**src/rtl/dbrsr_pkg.sv**
```systemverilog
`default_nettype none
// ----------------------------------------------------------------------------
// dbrsr_pkg
// Types, constants and the arctangent table shared by the RSR path length core.
// ----------------------------------------------------------------------------
package dbrsr_pkg;

   localparam int CORDIC_STAGES_DEFAULT = 16;

   localparam logic signed [33:0] CORDIC_SEED_Q30 = 34'sd652032874;
   localparam logic [23:0] INV_GAIN_Q24 = 24'd10188012;
   localparam logic [31:0] TWO_PI_Q29 = 32'd3373259426;
   localparam logic [31:0] HALF_TURN32 = 32'h8000_0000;
   localparam logic [39:0] LEN_MAX = 40'hFF_FFFF_FFFF;

   typedef struct packed {
      logic signed [31:0] start_x;
      logic signed [31:0] start_y;
      logic [15:0] start_heading;
      logic signed [31:0] end_x;
      logic signed [31:0] end_y;
      logic [15:0] end_heading;
   } req_type;

   typedef struct packed {
      logic [39:0] first_arc_length;
      logic [39:0] straight_length;
      logic [39:0] second_arc_length;
      logic [39:0] path_length;
      logic [15:0] tangent_heading;
   } rsp_type;

   typedef struct packed {
      logic signed [33:0] xs;
      logic signed [33:0] ys;
      logic signed [33:0] zs;
      logic signed [33:0] xe;
      logic signed [33:0] ye;
      logic signed [33:0] ze;
   } rot_type;

   typedef struct packed {
      logic signed [43:0] x;
      logic signed [43:0] y;
      logic [31:0] z;
   } vec_type;

   typedef struct packed {
      logic signed [31:0] sx;
      logic signed [31:0] sy;
      logic signed [31:0] ex;
      logic signed [31:0] ey;
      logic [15:0] sh;
      logic [15:0] eh;
      logic flip_s;
      logic flip_e;
      logic zero;
   } side_type;

   function automatic logic [31:0] atan_val(input int idx);
      logic [31:0] v;
      case (idx)
         0: v = 32'h20000000;
         1: v = 32'h12E4051E;
         2: v = 32'h09FB385B;
         3: v = 32'h051111D4;
         4: v = 32'h028B0D43;
         5: v = 32'h0145D7E1;
         6: v = 32'h00A2F61E;
         7: v = 32'h00517C55;
         8: v = 32'h0028BE53;
         9: v = 32'h00145F2E;
         10: v = 32'h000A2F98;
         11: v = 32'h000517CC;
         12: v = 32'h00028BE6;
         13: v = 32'h000145F3;
         14: v = 32'h0000A2F9;
         15: v = 32'h0000517C;
         16: v = 32'h000028BE;
         17: v = 32'h0000145F;
         18: v = 32'h00000A2F;
         19: v = 32'h00000517;
         20: v = 32'h0000028B;
         21: v = 32'h00000145;
         22: v = 32'h000000A2;
         23: v = 32'h00000051;
         24: v = 32'h00000028;
         25: v = 32'h00000014;
         26: v = 32'h0000000A;
         27: v = 32'h00000005;
         28: v = 32'h00000002;
         29: v = 32'h00000001;
         default: v = 32'h00000000;
      endcase
      return v;
   endfunction

endpackage
`default_nettype wire

```
**src/rtl/dbrsr_rot_cell.sv**
```systemverilog
`default_nettype none
// ----------------------------------------------------------------------------
// dbrsr_rot_cell
// One rotation step for the start and end heading CORDICs, with side data.
// ----------------------------------------------------------------------------
module dbrsr_rot_cell
   import dbrsr_pkg::*;
#(
   parameter int SHIFT = 0
) (
   input wire logic clock,
   input wire logic reset,
   input wire logic valid_in,
   input wire rot_type rot_in,
   input wire side_type side_in,
   output logic valid_out,
   output rot_type rot_out,
   output side_type side_out
);

   localparam logic signed [33:0] ATAN = 34'($signed({2'b00, atan_val(SHIFT)}));

   logic valid_ff;
   rot_type rot_ff, rot_in_w;
   side_type side_ff;

   always_comb begin
      rot_in_w = rot_in;
      if (rot_in.zs >= 0) begin
         rot_in_w.xs = rot_in.xs - (rot_in.ys >>> SHIFT);
         rot_in_w.ys = rot_in.ys + (rot_in.xs >>> SHIFT);
         rot_in_w.zs = rot_in.zs - ATAN;
      end else begin
         rot_in_w.xs = rot_in.xs + (rot_in.ys >>> SHIFT);
         rot_in_w.ys = rot_in.ys - (rot_in.xs >>> SHIFT);
         rot_in_w.zs = rot_in.zs + ATAN;
      end
      if (rot_in.ze >= 0) begin
         rot_in_w.xe = rot_in.xe - (rot_in.ye >>> SHIFT);
         rot_in_w.ye = rot_in.ye + (rot_in.xe >>> SHIFT);
         rot_in_w.ze = rot_in.ze - ATAN;
      end else begin
         rot_in_w.xe = rot_in.xe + (rot_in.ye >>> SHIFT);
         rot_in_w.ye = rot_in.ye - (rot_in.xe >>> SHIFT);
         rot_in_w.ze = rot_in.ze + ATAN;
      end
   end

   always_ff @(posedge clock) begin
      if (reset) begin
         valid_ff <= 1'b0;
      end else begin
         valid_ff <= valid_in;
      end
      rot_ff <= rot_in_w;
      side_ff <= side_in;
   end

   assign valid_out = valid_ff;
   assign rot_out = rot_ff;
   assign side_out = side_ff;

endmodule
`default_nettype wire

```
**config.mk**
```make
export PLATFORM = sky130hd
export DESIGN_NAME = dbrsr_rot_cell
export DESIGN_NICKNAME = d
export VERILOG_FILES = /design/src/rtl/dbrsr_pkg.sv /design/src/rtl/dbrsr_rot_cell.sv
export SDC_FILE = /design/constraint.sdc
export NUM_CORES = 1
export LEC_CHECK = 0
export BUFFER_PORTS_ARGS = -buffer_cell sky130_fd_sc_hd__clkbuf_2
export CORE_AREA = 2 2 290 292
export DETAILED_ROUTE_END_ITERATION = 6
export DIE_AREA = 0 0 292 294
export MAX_ROUTING_LAYER = met4
export PLACE_DENSITY_LB_ADDON = 0.08
export SLEW_MARGIN = 40
export SYNTH_ARGS = -nofsm -noshare
export SYNTH_HDL_FRONTEND = slang
export SYNTH_SLANG_ARGS = --single-unit
```
**constraint.sdc**
```tcl
create_clock -name clock -period 4.43 [get_ports clock]
set_clock_uncertainty 0.15 [all_clocks]
set_input_delay 0.886 -clock clock [delete_from_list [all_inputs] [get_ports clock]]
set_output_delay 0.886 -clock clock [all_outputs]
set_load 0.03 [all_outputs]
```
# Yosys cells after proc, flatten, opt, wreduce, memory -nomap -nowiden
# Index checks and enable logic that the tools add are counted.
# Widths: inputs -> output; s select.
[op_classes]
n_mux = 2
add_sub_neg = 10
n_lt_le_gt_ge = 2
[ops]
columns = ["cell", "count"]
rows = [
  ["$mux 102", 2],
  ["$sub 34x34->34", 4],
  ["$add 34x31->34 const B", 2],
  ["$add 34x34->34", 2],
  ["$ge 34x1->1 const B", 2],
  ["$sub 34x31->34 const B", 2],
]
[totals]
register_bits = 368
output_inout_bits = 368
input_bits = 370
wordCells = 30

# Longest topological paths before layout
[logic_depth]
depth_word = 2
mapped_depth = 15

# Worst setup path after synthesis
# No wires, ideal clock.
[synth_timing]
kind = "in2reg"
from = "input rot_in[136] (netlist name)"
to = "register rot_ff (netlist bit rot_out[166])"
path_stages = 11
arrival_time_ps = 3298
setup_time_ps = 72
setup_slack_ps = 910
path_cell_list = "ha_1 -> fa_1 -> nor2b_1 -> o311ai_1 -> a21oi_1 -> a221oi_4 -> o21ai_2 -> a221oi_2 -> a21o_1 -> a31o_1 -> xor2_1"
[synth_lines]
columns = ["element", "line", "source"]
rows = [
  ["from (decl)", "dbrsr_rot_cell.sv:14", "input wire rot_type rot_in,"],
  ["to (signal assigned)", "dbrsr_rot_cell.sv:55", "rot_ff <= rot_in_w;"],
  ["to (decl)", "dbrsr_rot_cell.sv:24", "rot_type rot_ff, rot_in_w;"],
]

==> results.toml <==
[hold_path]
hold_class = "input port to flop"

[sta]
holdWs_ns = 0.255
setup_violations = 0
final-hold-violation-count = 0
setup_slack_ns = 0.827
period_needed_ns = 3.60
max_slew.worst_pin.slew_ns = 0.782
fin_tns_setup_ns = 0
rsz0062_at_grt = "no"
fin_crit_sh_pct = 81.3
fmax_mhz = 278
drv_slew = 0
relSlewSlack_pct = 47.4

[clocking]
clockBufferDepth = 3
cts_hold_buffers = 0
clk_pin_slew_ns = 0.06
cts_resized = 0
cts_tree = "done"
cts_sinks = 366
cts_root_buffer = "clkbuf_16"
cts_htree_levels = 2
numCtsBuffers = 45
postCtsSetupBuffers = 0

[power]
powerDensity_nw_per_um2 = 439
leakage_nw = 12.9
power_mw = 11.7
peakVddDrop_v = 0.000280

[detailed_routing]
drc = 2
ant_nets = 0
routed_wl_microns = 91000
wl_per_cell_microns = 22.0
drt_iter0_drc = 1454
avgViaCountPerCell = 4.72
dr.pass1.iters = 7
vias = 19600

[logic_synthesis]
syn_inst = 2240
synth-seq-cells = 366
avgSynthCellArea_sq_um = 8.74
synthesis.area_sq_um = 19600
yosys_warnings = 0
synth_cell_types = 85
ys_seq_area_share_pct = 37.4
synth_edf_count = 0
synth_flop_cell = "dfxtp_1"
synth-async-reset-ratio_pct = 0
synth_nets = 2826

[die]
coreArea_sq_um = 82900
floorplan.initialDensity_pct = 23.6
die_w_microns = 292
die_y_microns = 294
ios = 738
die_area_sq_um = 85800
row_count = 106

[cells_and_area]
final_layout_size_suffix_gt1_share_pct = 31.2
stdcell_count = 4146
areaGrowthSynthToFinish_pct = 36.1
final_net_count = 3609

[status]
status = "finished, violations left"
violations = "design-rule violations"

[setup_path]
critPathSlowestCell = "nor4b_2"
critPathLaunchType = "input port"
crit_path_cell_trace = "clkbuf_2 -> inv_1 -> ha_1 -> nor2b_1 -> o21ai_0 -> a21boi_0 -> nor4b_2 -> o22ai_1 -> o21ai_1 -> nor2b_1 -> o21ai_0 -> buf_4 -> xor2_1"
endpoint_kind = "flop"
worstPathMaxFanout = 5
required_ns = 4.77
worstPathArrival_ns = 3.95
crit_type = "input port to flop"
cp_top_family = "compound AO/OA/AOI/OAI gates"
slowest_delay_ns = 0.57
crit_buf_inv = 3

[global_routing]
gr-usage-all-layers_pct = 20.8
grt_max_degree = 59
grt_first_pass_wirelength_microns = 130000
antenna_found_initial = 6
grt_overflow = 0
grt_pass1_vias = 19600

[place]
finalWeightedCongestion = 0.920
io_buffers = 737
dp_hpwl_microns = 76200
pre_cts_ws_ns = 0.253
place_inst = 4056

[flow_run]
cap_violations = 0
==> cell usage in the layout (no fill, tap or decap), types with 30 or more instances in the layout <==
cell type,n
o21bai_1,50
xnor2_1,107
nor3_1,39
dfxtp_1,366
a21o_1,47
nand4_1,30
nor4_1,31
nor2_1,187
buf_4,94
ha_1,208
a21oi_1,217
clkbuf_2,737
nand2_1,91
clkbuf_16,45
o21ai_0,136
nand3_1,31
inv_1,192
==> cell families (layout without fill, tap and decap cells) <==
logic type / count (synthesis) / count (layout) / share of synthesized area, %
multiplexers: 21 / 21 / 1.07
buffers and inverters: 303 / 1122 / 6.23
adder cells (fa/ha/maj): 216 / 216 / 14.1
XOR/XNOR: 133 / 133 / 5.95
AND/OR/NAND/NOR: 517 / 517 / 12.8
flip-flops: 366 / 366 / 37.4
other: 0 / 7 / 0
AO/OA/AOI/OAI: 684 / 684 / 22.4
==> cell usage after synthesis, types with 7 or more instances <==
library cell  instances  area [sq um]
a31oi_1              27           169
or3_1                15          93.8
o311ai_0              7          61.3
clkbuf_1             45           169
o21ai_0             136           681
xor2_1               26           228
a21o_1               47           353
nor4_1               31           194
clkinv_1              9          33.8
nor3_1               39           195
o221ai_1              8          70.1
o31ai_1              23           173
nand2b_1             19           119
a221oi_1              7          61.3
buf_1                11          41.3
mux2i_1              21           210
xnor2_1             107           937
nor2b_1              26           163
ha_1                208          2600
o211ai_1             22           165
o21bai_1             50           375
o21a_1               17           128
nand4_1              30           188
buf_4                 8          60.1
fa_1                  8           160
a211oi_1             23           173
nand3_1              31           155
dfxtp_1             366          7330
o21ai_1              10          50.1
nand2_1              91           342
nor2_1              189           709
a2111oi_0             7          61.3
o22ai_1               8          50.1
a21oi_1             217          1090
buf_2                30           150
or4_1                 9          67.6
inv_1               192           721
==> state kept, by name, summed over array words and instances (netlist names) <==
register and flops:
side_out 163, valid_out 1, rot_out 202
==> power breakdown <==
group          internal [mW]  switching [mW]  total [mW]
Clock                   2.65            1.60        4.25
Sequential              3.71           0.166        3.88
Combinational           1.14            2.42        3.56
==> final cells by class <==
| class | instances | area (sq um) |
|---|---|---|
| multi-input combinational | 1571 | 11100 |
| tap | 1080 | 1350 |
| antenna | 7 | 17.5 |
| clock buffer | 53 | 1200 |
| clock inverter | 30 | 510 |
| sequential | 366 | 7330 |
| inverter | 207 | 777 |
| fill | 8879 | 56200 |
| timing repair buffer | 832 | 4410 |
==> final timing paths <==
kind | to | cells after the start | slack (ns) | start
setup / recovery | rot_out[169] | 13 | 0.83 | rot_in[137]
hold / removal | side_out[78] | 1 | 0.26 | side_in[78]
==> per-stage QoR <==
step / cell area [sq um] / utilization [%]
6_report: 26600 / 32.1
2_1_floorplan: 19600 / -
3_5_place_dp: 24900 / 30.1
4_1_cts: 26600 / 32.1
5_1_grt: 26600 / 32.1
3_3_place_gp: 24900 / 30.1
==> metal layers <==
layer	global-route usage (%)	part of all wire, %
met1	26.2	43
met2	34.4	48
met3	3.75	6.1
met4	5.24	2.4
met5	-	0
Note: power is estimated with default switching activity, not from simulation.
