File: src/rtl/dbrsr_pkg.sv
`default_nettype none
// ----------------------------------------------------------------------------
// dbrsr_pkg
// Types, constants and the arctangent table shared by the RSR path length core.
// ----------------------------------------------------------------------------
package dbrsr_pkg;

   localparam int CORDIC_STAGES_DEFAULT = 16;

   localparam logic signed [33:0] CORDIC_SEED_Q30 = 34'sd652032874;
   localparam logic [23:0] INV_GAIN_Q24 = 24'd10188012;
   localparam logic [31:0] TWO_PI_Q29 = 32'd3373259426;
   localparam logic [31:0] HALF_TURN32 = 32'h8000_0000;
   localparam logic [39:0] LEN_MAX = 40'hFF_FFFF_FFFF;

   typedef struct packed {
      logic signed [31:0] start_x;
      logic signed [31:0] start_y;
      logic [15:0] start_heading;
      logic signed [31:0] end_x;
      logic signed [31:0] end_y;
      logic [15:0] end_heading;
   } req_type;

   typedef struct packed {
      logic [39:0] first_arc_length;
      logic [39:0] straight_length;
      logic [39:0] second_arc_length;
      logic [39:0] path_length;
      logic [15:0] tangent_heading;
   } rsp_type;

   typedef struct packed {
      logic signed [33:0] xs;
      logic signed [33:0] ys;
      logic signed [33:0] zs;
      logic signed [33:0] xe;
      logic signed [33:0] ye;
      logic signed [33:0] ze;
   } rot_type;

   typedef struct packed {
      logic signed [43:0] x;
      logic signed [43:0] y;
      logic [31:0] z;
   } vec_type;

   typedef struct packed {
      logic signed [31:0] sx;
      logic signed [31:0] sy;
      logic signed [31:0] ex;
      logic signed [31:0] ey;
      logic [15:0] sh;
      logic [15:0] eh;
      logic flip_s;
      logic flip_e;
      logic zero;
   } side_type;

   function automatic logic [31:0] atan_val(input int idx);
      logic [31:0] v;
      case (idx)
         0: v = 32'h20000000;
         1: v = 32'h12E4051E;
         2: v = 32'h09FB385B;
         3: v = 32'h051111D4;
         4: v = 32'h028B0D43;
         5: v = 32'h0145D7E1;
         6: v = 32'h00A2F61E;
         7: v = 32'h00517C55;
         8: v = 32'h0028BE53;
         9: v = 32'h00145F2E;
         10: v = 32'h000A2F98;
         11: v = 32'h000517CC;
         12: v = 32'h00028BE6;
         13: v = 32'h000145F3;
         14: v = 32'h0000A2F9;
         15: v = 32'h0000517C;
         16: v = 32'h000028BE;
         17: v = 32'h0000145F;
         18: v = 32'h00000A2F;
         19: v = 32'h00000517;
         20: v = 32'h0000028B;
         21: v = 32'h00000145;
         22: v = 32'h000000A2;
         23: v = 32'h00000051;
         24: v = 32'h00000028;
         25: v = 32'h00000014;
         26: v = 32'h0000000A;
         27: v = 32'h00000005;
         28: v = 32'h00000002;
         29: v = 32'h00000001;
         default: v = 32'h00000000;
      endcase
      return v;
   endfunction

endpackage
`default_nettype wire

File: src/rtl/dbrsr_vec_cell.sv
`default_nettype none
// ----------------------------------------------------------------------------
// dbrsr_vec_cell
// One vectoring step of the centre-to-centre CORDIC, with side data.
// ----------------------------------------------------------------------------
module dbrsr_vec_cell
   import dbrsr_pkg::*;
#(
   parameter int SHIFT = 0
) (
   input wire logic clock,
   input wire logic reset,
   input wire logic valid_in,
   input wire vec_type vec_in,
   input wire side_type side_in,
   output logic valid_out,
   output vec_type vec_out,
   output side_type side_out
);

   localparam logic [31:0] ATAN = atan_val(SHIFT);

   logic valid_ff;
   vec_type vec_ff, vec_in_w;
   side_type side_ff;

   always_comb begin
      vec_in_w = vec_in;
      if (vec_in.y > 0) begin
         vec_in_w.x = vec_in.x + (vec_in.y >>> SHIFT);
         vec_in_w.y = vec_in.y - (vec_in.x >>> SHIFT);
         vec_in_w.z = vec_in.z + ATAN;
      end else begin
         vec_in_w.x = vec_in.x - (vec_in.y >>> SHIFT);
         vec_in_w.y = vec_in.y + (vec_in.x >>> SHIFT);
         vec_in_w.z = vec_in.z - ATAN;
      end
   end

   always_ff @(posedge clock) begin
      if (reset) begin
         valid_ff <= 1'b0;
      end else begin
         valid_ff <= valid_in;
      end
      vec_ff <= vec_in_w;
      side_ff <= side_in;
   end

   assign valid_out = valid_ff;
   assign vec_out = vec_ff;
   assign side_out = side_ff;

endmodule
`default_nettype wire

File: config.mk
export PLATFORM = sky130hd
export DESIGN_NAME = dbrsr_vec_cell
export DESIGN_NICKNAME = d
export VERILOG_FILES = /design/src/rtl/dbrsr_pkg.sv /design/src/rtl/dbrsr_vec_cell.sv
export SDC_FILE = /design/constraint.sdc
export NUM_CORES = 1
export LEC_CHECK = 0
export ABC_AREA = 0
export ABC_CLOCK_PERIOD_IN_PS = 7050
export BUFFER_PORTS_ARGS = -buffer_cell sky130_fd_sc_hd__buf_2
export CORE_AREA = 2 2 220 222
export DETAILED_ROUTE_END_ITERATION = 8
export DIE_AREA = 0 0 222 224
export GPL_TIMING_DRIVEN = 0
export PLACE_DENSITY = 0.52
export SETUP_SLACK_MARGIN = 0.2
export SLEW_MARGIN = 20
export SYNTH_ARGS = -nofsm -noshare
export SYNTH_HDL_FRONTEND = slang
export SYNTH_SLANG_ARGS = --single-unit
export TNS_END_PERCENT = 100
File: constraint.sdc
create_clock -name clock -period 7.05 [get_ports clock]
set_input_delay 0.705 -clock clock [delete_from_list [all_inputs] [get_ports clock]]
set_output_delay 0.705 -clock clock [all_outputs]
set_load 0.02 [all_outputs]
# Word level (Yosys, flattened, before mapping)
# Index checks and enable logic that the tools add are counted.
word_totals:
  output_inout_bits: 284
  wordCells: 20
  register_bits: 284
  inputBits: 286
op_classes:
  mux: 1
  order_cmp: 1
  n_addsub: 5
op_table:
  columns: ["op", "n"]
  rows:
  - ["$mux W120", 1]
  - ["$sub A44 B44 Y44", 2]
  - ["$add A44 B44 Y44", 1]
  - ["$gt A44 B1 Y1 const B", 1]
  - ["$add A32 B30 Y32 const B", 1]
  - ["$sub A32 B30 Y32 const B", 1]

# Longest topological paths before layout
# Gate-level depths: netlist (run 1).
logic_depth:
  ltp_word: 2
  ltp_mapped: 13
  ltp_nobuf: 13

# Least setup slack after synthesis (run 1)
# OpenSTA, ideal clock, no wires.
synth_timing:
  path_kind: "input port to flip-flop"
  start: "input port vec_in[33] (netlist name)"
  end: "register vec_ff, in the netlist vec_out[119]"
  path_stages: 12
  slack_ns: 3.809
  path_buffers: 0
  setup_ns: 0.125
  arrival_time_ns: 3.116
  cell_sequence: "inv_1 > ha_1 > nor2b_4 > o31a_1 > o21ai_2 > nor3_1 > or4b_4 > a2111o_1 > a21oi_2 > o21ai_1 > a21boi_1 > xnor2_1"
synth_lines:
  columns: ["element", "line", "rtl"]
  rows:
  - ["from (decl)", "dbrsr_vec_cell.sv:14", "input wire vec_type vec_in,"]
  - ["to (signal assigned)", "dbrsr_vec_cell.sv:46", "vec_ff <= vec_in_w;"]
  - ["to (decl)", "dbrsr_vec_cell.sv:24", "vec_type vec_ff, vec_in_w;"]

==> impl_metrics.toml, run 1 <==
[power_and_ir_drop]
fin_total_pwr_mw = 5.08
power_density_nw_per_um2 = 273
max-vdd-ir-drop_mv = 0.148
power.share.sequential = 0.360
comb_power_share = 0.279
clockPowerShare = 0.361
internal_power_mw = 3.34
netSwitchingPower_mw = 1.74
power.switching_fraction = 0.343
static-leakage-power_nw = 9.01

[timing]
maxClockFrequency_mhz = 240
fin_setup_tns_ps = 0
final-max-slew-violation-count = 0
timing_worst_slew_pin_value_ps = 1150
setup_violations = 0
final_min_period_over_clock_period = 0.590
worst_hold_slack_ps = 259
unrepaired_setup_endpoints_after_global_routing = "false"
timing.final.hold_violations = 0
slew-limit-headroom = 0.236
period_needed_ps = 4160

[final_layout]
final_nets = 2573
layout.filler_cells = 4954
multiInputGateArea_um2 = 7280
layout.core_utilization = 0.392
layout.area.seq_um2 = 5670
layout-drive-gt1-share = 0.309
area_growth_from_synthesis_to_layout_pct = 35.1
final_cells = 2788

[route]
drtPass1Iterations = 5
detail_route.wl_per_cell_um = 26.1
total_vias_in_the_final_route = 14300
ant_nets = 0
avgViaCountPerCell = 5.14
wl_mm = 72.7
drt_first_iter_violations = 1178
drc = 0

[logic_synthesis]
postSynthRegisterBits = 283
edff_count_synth = 0
synth.area.mux_share = 0.0116
synth_ff_type = "sky130_fd_sc_hd__dfxtp_1"
post_synth_and_or_nand_nor_area_fraction = 0.118
synth_sequential_area_ratio = 0.412
synthArstFlopShare = 0
synth_warnings = 0
postSynthAreaPerCell_um2 = 8.97
synth-xor-area-share = 0.0554
combinational_family_with_the_most_area_after_synthesis = "compound AO/OA/AOI/OAI gates"
synth_cell_types = 72
synthesized_nets = 1968
synthAdderAreaFrac = 0.138
synth.cell_area_um2 = 13800
synthCells = 1533
synth_compound_gate_area_share = 0.207

[global_route]
antenna_found_initial = 27
grt_pass1_wl_mm = 101
grt_pass1_vias = 14200
groute.usage.overall = 0.281
globalRoute.totalOverflow = 0
grt_start_max_net_pins = 15

[die]
fp.dieH_um = 224
die-area_um2 = 49700
num_rows = 80
initial_util = 0.291
chipWidth_um = 222
design.core.area_um2 = 47300
design.portCount = 570

[clock_tree]
holdBufCountCts = 0
clkSlewWorstSetupHoldPaths_ps = 60
clockRootBuffer = "sky130_fd_sc_hd__clkbuf_16"
clock_tree.htree_level_count = 2
cts.sink_count = 283
cts_resized = 0
tritoncts_buffers = 34
cts_post_setup_buffers_inserted = 0
cts_tree = "built"
clockBufferDepth = 3

[setup_path]
worst_ep_required_time_ps = 7500
critPathLaunchType = "primary input"
crit_path_max_fanout = 10
end_kind = "flip-flop"
critical_path_class = "primary input to flip-flop"
cp.arrival_ps = 4610

[outcome]
outcome = "finished clean"

[hold_path]
hold_class = "primary input to flip-flop"

[placement]
placedCellCount = 2717
buffer_ports.inserted = 569
gp_congestion = 1.00
dp_hpwl_mm = 60.5

[run]
drv.max_cap_violation_count = 0
flip-flops by register name, summed over array words and instances, names as in the netlist:
register and count:
valid_out 1, side_out 163, vec_out 119
cell usage in the layout (no fill, tap or decap), drive strengths merged, types with 10 or more instances in the layout:
cell type / Yosys / routed
nand4: 17 / 17
a31oi: 13 / 13
diode: 0 / 10
clkbuf: 28 / 70
nor3: 28 / 28
nor2: 115 / 115
a211oi: 19 / 19
o21bai: 25 / 25
buf: 33 / 602
dfxtp: 283 / 283
a21oi: 174 / 174
ha: 145 / 145
nand2: 86 / 86
clkinv: 2 / 10
nor2b: 15 / 15
o21a: 11 / 11
o211ai: 11 / 11
o31ai: 15 / 15
xnor2: 80 / 80
nor4: 23 / 23
mux2i: 16 / 16
inv: 142 / 144
nand2b: 11 / 11
a21o: 31 / 31
o21ai: 95 / 95
nand3: 20 / 20
layout make-up:
| type | count | share of cell area |
|---|---|---|
| Inverter | 144 | 0.0291 |
| Antenna cell | 10 | 0.00135 |
| Sequential cell | 283 | 0.305 |
| Tap cell | 615 | 0.0414 |
| Buffer | 61 | 0.0143 |
| Clock buffer | 42 | 0.0502 |
| Clock inverter | 19 | 0.0134 |
| Multi-Input combinational cell | 1045 | 0.392 |
| Timing Repair Buffer | 569 | 0.153 |
critical path: stages:
cell                       delay [ps]
sky130_fd_sc_hd__buf_2            170
sky130_fd_sc_hd__inv_1             80
sky130_fd_sc_hd__ha_1             290
sky130_fd_sc_hd__clkbuf_1         180
sky130_fd_sc_hd__buf_2            240
sky130_fd_sc_hd__nor4_1           630
sky130_fd_sc_hd__nand3b_1         150
sky130_fd_sc_hd__a21oi_1          350
sky130_fd_sc_hd__nand3b_1         340
sky130_fd_sc_hd__nand4_1          170
sky130_fd_sc_hd__a31oi_1          520
sky130_fd_sc_hd__a41oi_1          260
sky130_fd_sc_hd__o21ai_0          310
sky130_fd_sc_hd__xnor2_1          190
worst paths after layout:
path	to	cells past startpoint	slack, ps	from
worst min-delay path	vec_out[9]	1	260	vec_in[9]
worst max-delay path	vec_out[118]	14	2890	vec_in[45]
cell usage after synthesis, types with 7 or more instances:
library cell / n / share of area
sky130_fd_sc_hd__o21ai_0: 89 / 0.032
sky130_fd_sc_hd__ha_1: 145 / 0.13
sky130_fd_sc_hd__nor3_1: 28 / 0.010
sky130_fd_sc_hd__a31oi_1: 13 / 0.0059
sky130_fd_sc_hd__nor4_1: 23 / 0.010
sky130_fd_sc_hd__a21o_1: 31 / 0.017
sky130_fd_sc_hd__a211oi_1: 19 / 0.010
sky130_fd_sc_hd__buf_2: 20 / 0.0073
sky130_fd_sc_hd__o21a_1: 11 / 0.0060
sky130_fd_sc_hd__o211ai_1: 11 / 0.0060
sky130_fd_sc_hd__nor2b_1: 13 / 0.0059
sky130_fd_sc_hd__nand2b_1: 11 / 0.0050
sky130_fd_sc_hd__a21oi_1: 172 / 0.063
sky130_fd_sc_hd__nand4_1: 17 / 0.0077
sky130_fd_sc_hd__nor2_1: 115 / 0.031
sky130_fd_sc_hd__o31ai_1: 15 / 0.0082
sky130_fd_sc_hd__mux2i_1: 16 / 0.012
sky130_fd_sc_hd__nand3_1: 20 / 0.0073
sky130_fd_sc_hd__dfxtp_1: 283 / 0.41
sky130_fd_sc_hd__xor2_1: 7 / 0.0045
sky130_fd_sc_hd__nand2_1: 86 / 0.023
sky130_fd_sc_hd__o21bai_1: 25 / 0.014
sky130_fd_sc_hd__buf_1: 11 / 0.0030
sky130_fd_sc_hd__xnor2_1: 80 / 0.051
sky130_fd_sc_hd__inv_1: 141 / 0.038
sky130_fd_sc_hd__clkbuf_1: 28 / 0.0076
cell families after synthesis:
group / Yosys count
compound gates: 451
simple gates: 342
flops: 283
buf+inv: 205
fa+ha+maj: 149
xor+xnor: 87
mux: 16
power groups by stage:
stage,Sequential (mW),Clock [mW],Combinational [mW]
3_5_place_dp,1.86,0,1.39
2_1_floorplan,2.10,0,0.557
4_1_cts,1.83,1.89,1.40
5_1_grt,1.84,1.94,1.49
3_3_place_gp,1.86,0,1.41
6_report,1.83,1.83,1.42
per-stage QoR:
step | area [µm²] | setup WS [ps]
after floorplan | 13800 | 3810
after global placement | 17400 | 2520
after detailed placement | 17400 | 2550
after CTS | 18600 | 3120
after global routing | 18600 | 2890
final | 18600 | 2890
routing by layer:
layer | up-vias | GRT usage | share of wire
met5 | - | 0 | 0.0016
met4 | 18 | 0.120 | 0.045
met3 | 168 | 0.0635 | 0.070
met2 | 691 | 0.471 | 0.47
met1 | 6924 | 0.346 | 0.41
li1 | 6522 | - | -
Power figures use the tool's default switching activity.
==> inputs of run 2 (changes only) <==
ABC_AREA = 1   (was 0)
ABC_CLOCK_PERIOD_IN_PS = 3800   (was 7050)
PLACE_DENSITY = 0.62   (was 0.52)
clock period = 3.8 ns   (was 7.05 ns; I/O delays follow)
==> run 2 against run 1 <==
Die area is the same; final area grew 29%; first-iteration DRC count grew 44%; sequential power up 83%; combinational power up 120%; wire length increased by 29%; utilization rose by 11 points; synthesized cell count rose by 72%; synthesized area up 26%; total power increased by 93%; cell count rose by 46%; non-clock buffer count grew 187; critical path type unchanged; largest power group unchanged.
==> impl_metrics.toml, run 2 <==
[logic_synthesis]
synth_warnings = 0
edff_count_synth = 0
postSynthAreaPerCell_um2 = 6.57
synthArstFlopShare = 0
yosys-top-cells-count = "sky130_fd_sc_hd__nand2_1, sky130_fd_sc_hd__inv_1, sky130_fd_sc_hd__dfxtp_1"
synth.area.top_cells = "sky130_fd_sc_hd__dfxtp_1, sky130_fd_sc_hd__nand2_1, sky130_fd_sc_hd__ha_1"
synth_top_area_frac = 0.326
synth.cell_area_um2 = 17400
synthCells = 2644
synth_ff_type = "sky130_fd_sc_hd__dfxtp_1"
postSynthRegisterBits = 283
synthesized_nets = 3079
synth_cell_types = 38
post-synth-top-area-cell = "sky130_fd_sc_hd__dfxtp_1"
synth_sequential_area_ratio = 0.326
cell_with_the_most_instances_after_synthesis = "sky130_fd_sc_hd__nand2_1"

[setup_path]
crit_path_cell_trace = "buf_2 -> inv_1 -> ha_1 -> fa_1 -> o21ai_1 -> inv_1 -> nor2_1 -> nor2_1 -> nand2_1 -> nand2_1 -> nand3_1 -> nand2_1"
critPathLaunchType = "primary input"
worst_ep_required_time_ps = 4230
critical_path_class = "primary input to flip-flop"
worst_path_max_delay_cell = "sky130_fd_sc_hd__fa_1"
worst_path_largest_cell_delay_ps = 580
path_buf_inv = 3
crit_path_max_fanout = 6
end_kind = "flip-flop"
cp.arrival_ps = 3120
cp_common_cell = "sky130_fd_sc_hd__nand2_1"
timing.critical_path.max_delay_family = "simple AND/OR/NAND/NOR gates"

[final_layout]
area_growth_from_synthesis_to_layout_pct = 38.1
largest_register_ffs = 163
final_nets = 3872
layout-drive-gt1-share = 0.229
final_common_cell = "sky130_fd_sc_hd__nand2_1"
most-common-layout-cells = "sky130_fd_sc_hd__nand2_1, sky130_fd_sc_hd__buf_2, sky130_fd_sc_hd__inv_1"

[clock_tree]
clockRootBuffer = "sky130_fd_sc_hd__clkbuf_16"
cts_resized = 0
holdBufCountCts = 187
clock_tree.htree_level_count = 2
cts.sink_count = 283
tritoncts_buffers = 34
cts_post_setup_buffers_inserted = 0
cts_tree = "built"
clockBufferDepth = 3
clkSlewWorstSetupHoldPaths_ps = 60

[placement]
gp_congestion = 1.04
dp_hpwl_mm = 78.9
buffer_ports.inserted = 569

[timing]
slew-limit-headroom = 0.281
period_needed_ps = 2690
maxClockFrequency_mhz = 372
unrepaired_setup_endpoints_after_global_routing = "false"
final_min_period_over_clock_period = 0.707
setup_violations = 0
timing_worst_slew_pin_value_ps = 1080
final-max-slew-violation-count = 0
fin_setup_tns_ps = 0
timing.final.hold_violations = 0

[global_route]
globalRoute.totalOverflow = 0
grt_pass1_wl_mm = 132
grt_start_max_net_pins = 14
antenna_found_initial = 6
grt_pass1_vias = 19600
groute.usage.overall = 0.370

[power_and_ir_drop]
max-vdd-ir-drop_mv = 0.363
static-leakage-power_nw = 13.4
power_density_nw_per_um2 = 408
fin_total_pwr_mw = 9.80

[die]
die-area_um2 = 49700
design.core.area_um2 = 47300
design.portCount = 570
fp.dieH_um = 224
initial_util = 0.367
num_rows = 80
chipWidth_um = 222

[route]
drt_first_iter_violations = 1697
total_vias_in_the_final_route = 20000
detail_route.wl_per_cell_um = 23.1
avgViaCountPerCell = 4.91
ant_nets = 0
drtPass1Iterations = 5
wl_mm = 94.0
drc = 0

[hold_path]
hold_class = "primary input to flip-flop"

[run]
drv.max_cap_violation_count = 0

[outcome]
outcome = "finished clean"
[run 2: stage by stage]
step	std cells	util	area [µm²]	hold slack, ps	setup slack, ps
finish	4076	0.507	24000	66.1	1110
CTS	4074	0.507	24000	2.25	1220
floorplan	2644	-	17400	408	1830
global placement	3828	0.443	21000	482	675
global route	4075	0.507	24000	46.2	1060
detailed placement	3828	0.443	21000	484	641
[run 2: final timing paths]
kind | start | to | depth (start not counted)
max | vec_in[32] | vec_out[68] | 12
min | vec_in[8] | vec_out[8] | 1
[run 2: area by class of cell]
| type | count | area (µm²) |
|---|---|---|
| Multi-Input combinational cell | 1842 | 9560 |
| Clock buffer | 46 | 986 |
| Antenna cell | 1 | 2.50 |
| Clock inverter | 13 | 130 |
| Fill cell | 4909 | 23400 |
| Tap cell | 615 | 769 |
| Timing Repair Buffer | 757 | 4730 |
| Sequential cell | 283 | 5670 |
| Inverter | 459 | 1720 |
| Buffer | 60 | 423 |
[run 2: kinds of logic (layout without fill, tap and decap cells)]
family / after synthesis / after routing / share of synthesized area
AOI/OAI and AO/OA: 246 / 246 / 0.0819
DFF: 283 / 283 / 0.326
other: 0 / 1 / 0
adders and majority gates: 149 / 149 / 0.109
xor gates and xnor gates: 40 / 40 / 0.0202
buffers and inverters: 519 / 1335 / 0.123
and+or+nand+nor: 1407 / 1407 / 0.339
[run 2: report_power, final]
part | leakage (nW) | internal (mW) | switching (mW)
Combinational | 10.4 | 1.01 | 2.19
Sequential | 2.39 | 3.25 | 0.0837
Clock | 0.551 | 1.91 | 1.36
Total | 13.4 | 6.17 | 3.63
[run 2: routing by layer]
| metal | GRT usage | vias up | wire, µm |
|---|---|---|---|
| li1 | - | 9667 | - |
| met3 | 0.109 | 239 | 9340 |
| met4 | 0.228 | 10 | 6610 |
| met2 | 0.609 | 955 | 42500 |
| met5 | 0 | - | 72 |
| met1 | 0.423 | 9130 | 35500 |
==> inputs of run 3 (changes only) <==
ABC_CLOCK_PERIOD_IN_PS = 2400   (was 3800)
clock period = 2.4 ns   (was 3.8 ns; I/O delays follow)
==> run 3 against run 2 <==
Non-clock buffer count grew 10; hold slack lost 24 ps; largest power group unchanged; worst setup slack got worse by 880 ps; combinational power is 60% higher; via count increased by 0.79%; clock power up 58%; wire length grew 0.64%; highest routed layer unchanged; first-iteration DRC count grew 4.8%.
==> impl_metrics.toml, run 3 (synthesis gave the netlist of run 2 again) <==
[global_route]
grt_util_met1 = 0.427
antenna_found_initial = 8
grt_start_max_net_pins = 14
groute.usage.overall = 0.371
use_met3 = 0.106
grt.met2_usage = 0.610
grt_pass1_vias = 19700
globalRoute.totalOverflow = 0
grt_pass1_wl_mm = 133
grt-busiest-layer = "met2"

[final_layout]
most-common-layout-cells = "sky130_fd_sc_hd__nand2_1, sky130_fd_sc_hd__buf_2, sky130_fd_sc_hd__inv_1"
multiInputGateArea_um2 = 9640
stdcell_area_um2 = 24200
layout-drive-gt1-share = 0.234
layout.area.seq_um2 = 5670
largest_register_ffs = 163
layout.filler_cells = 4894
final_nets = 3882
final_cells = 4088
area_growth_from_synthesis_to_layout_pct = 39.2
final_common_cell = "sky130_fd_sc_hd__nand2_1"

[setup_path]
end_kind = "flip-flop"
cp.arrival_ps = 2600
critPathLaunchType = "primary input"
crit_path_max_fanout = 4
worst_ep_required_time_ps = 2830
critical_path_class = "primary input to flip-flop"

[power_and_ir_drop]
internal_power_mw = 9.79
power.switching_fraction = 0.371
comb_power_share = 0.328
static-leakage-power_nw = 13.4
max-vdd-ir-drop_mv = 0.577
clockPowerShare = 0.332
power_density_nw_per_um2 = 643
power.share.sequential = 0.340
netSwitchingPower_mw = 5.77
fin_total_pwr_mw = 15.6

[clock_tree]
clockRootBuffer = "sky130_fd_sc_hd__clkbuf_16"
cts_tree = "built"
clock_tree.htree_level_count = 2
clkSlewWorstSetupHoldPaths_ps = 60
clockBufferDepth = 3
tritoncts_buffers = 34
cts.sink_count = 283

[route]
avgViaCountPerCell = 4.93
drt_first_iter_violations = 1779
ant_nets = 0
drtPass1Iterations = 9
total_vias_in_the_final_route = 20200
drc = 0
wl_mm = 94.6
detail_route.wl_per_cell_um = 23.1

[hold_path]
timing.hold.worst_endpoint = "vec_out[31]"
worst_hold_path.num_cells = 4
worst_hold_launch = "vec_in[31]"
hold_class = "primary input to flip-flop"

[die]
design.portCount = 570
chipWidth_um = 222
num_rows = 80
design.core.area_um2 = 47300
initial_util = 0.367
die-area_um2 = 49700
fp.dieH_um = 224

[placement]
gp_congestion = 1.04
buffer_ports.inserted = 569
placement.cell_area_um2 = 21000
dp_hpwl_mm = 78.9
placedCellCount = 3828

[timing]
worst_hold_slack_ps = 42.0
timing.final.hold_violations = 0
final-max-slew-violation-count = 0
final_min_period_over_clock_period = 0.903
fin_setup_tns_ps = 0
timing_worst_slew_pin_value_ps = 1070
setup_violations = 0
slew-limit-headroom = 0.286
period_needed_ps = 2170
maxClockFrequency_mhz = 462
unrepaired_setup_endpoints_after_global_routing = "true"

[run]
drv.max_cap_violation_count = 0

[outcome]
outcome = "finished clean"
## run 3: critical path: stages
cell and delay (ps):
sky130_fd_sc_hd__buf_2 250, sky130_fd_sc_hd__ha_1 240, sky130_fd_sc_hd__inv_1 60, sky130_fd_sc_hd__fa_1 400
sky130_fd_sc_hd__inv_1 130, sky130_fd_sc_hd__nand2_1 70, sky130_fd_sc_hd__nand3_1 200, sky130_fd_sc_hd__nand2_1 100
sky130_fd_sc_hd__nand3_2 110, sky130_fd_sc_hd__nand2_1 60, sky130_fd_sc_hd__nand2_1 270, sky130_fd_sc_hd__nand2_1 140
sky130_fd_sc_hd__nand2_1 80, sky130_fd_sc_hd__nand2_1 60, sky130_fd_sc_hd__nand3_1 80, sky130_fd_sc_hd__nand2_1 100
## run 3: cell type report
type                    instances  area share
clock buffers                  46      0.0408
diodes                          3    0.000310
flip-flops and latches        283       0.234
clock inverters                13     0.00538
well taps                     615      0.0318
multi-input cells            1842       0.399
plain buffers                  60      0.0176
repair buffers                767       0.200
inverters                     459      0.0713
## run 3: layer usage
layer | wire length [µm] | vias to the layer above
met5 | 43 | -
met3 | 9260 | 270
met4 | 7200 | 6
li1 | - | 9698
met1 | 35900 | 9200
met2 | 42200 | 986
## run 3: worst max-delay path by stage
stage,to,depth (start not counted),start,slack [ps]
2_1_floorplan,vec_out[108],11,vec_in[76],570
3_3_place_gp,vec_out[68],12,vec_in[32],-580
3_5_place_dp,vec_out[68],12,vec_in[32],-620
4_1_cts,vec_out[68],12,vec_in[32],180
5_1_grt,vec_out[71],15,vec_in[53],150
6_report,vec_out[104],16,vec_in[32],230
## run 3: what timing repair did
item / in CTS / in global routing
pin swaps: 0 / 2
endpoints found under the hold margin: 196 / 0
endpoints found under the setup margin: 9 / 24
buffers inserted: 0 / 1
gates resized for setup: 5 / 19
hold buffers: 197 / 0
## run 3: per-stage QoR
step / utilization / worst slack [ps]
floorplan: - / 566
global placement: 0.443 / -585
detailed placement: 0.443 / -619
CTS: 0.509 / 184
global route: 0.511 / 149
finish: 0.511 / 233
## run 3: power groups by stage
stage / Sequential (mW) / Combinational (mW) / Clock [mW]
2_1_floorplan: 5.95 / 2.14 / 0
3_3_place_gp: 5.37 / 4.68 / 0
3_5_place_dp: 5.38 / 4.67 / 0
4_1_cts: 5.28 / 4.97 / 5.26
5_1_grt: 5.32 / 5.44 / 5.43
6_report: 5.29 / 5.11 / 5.17
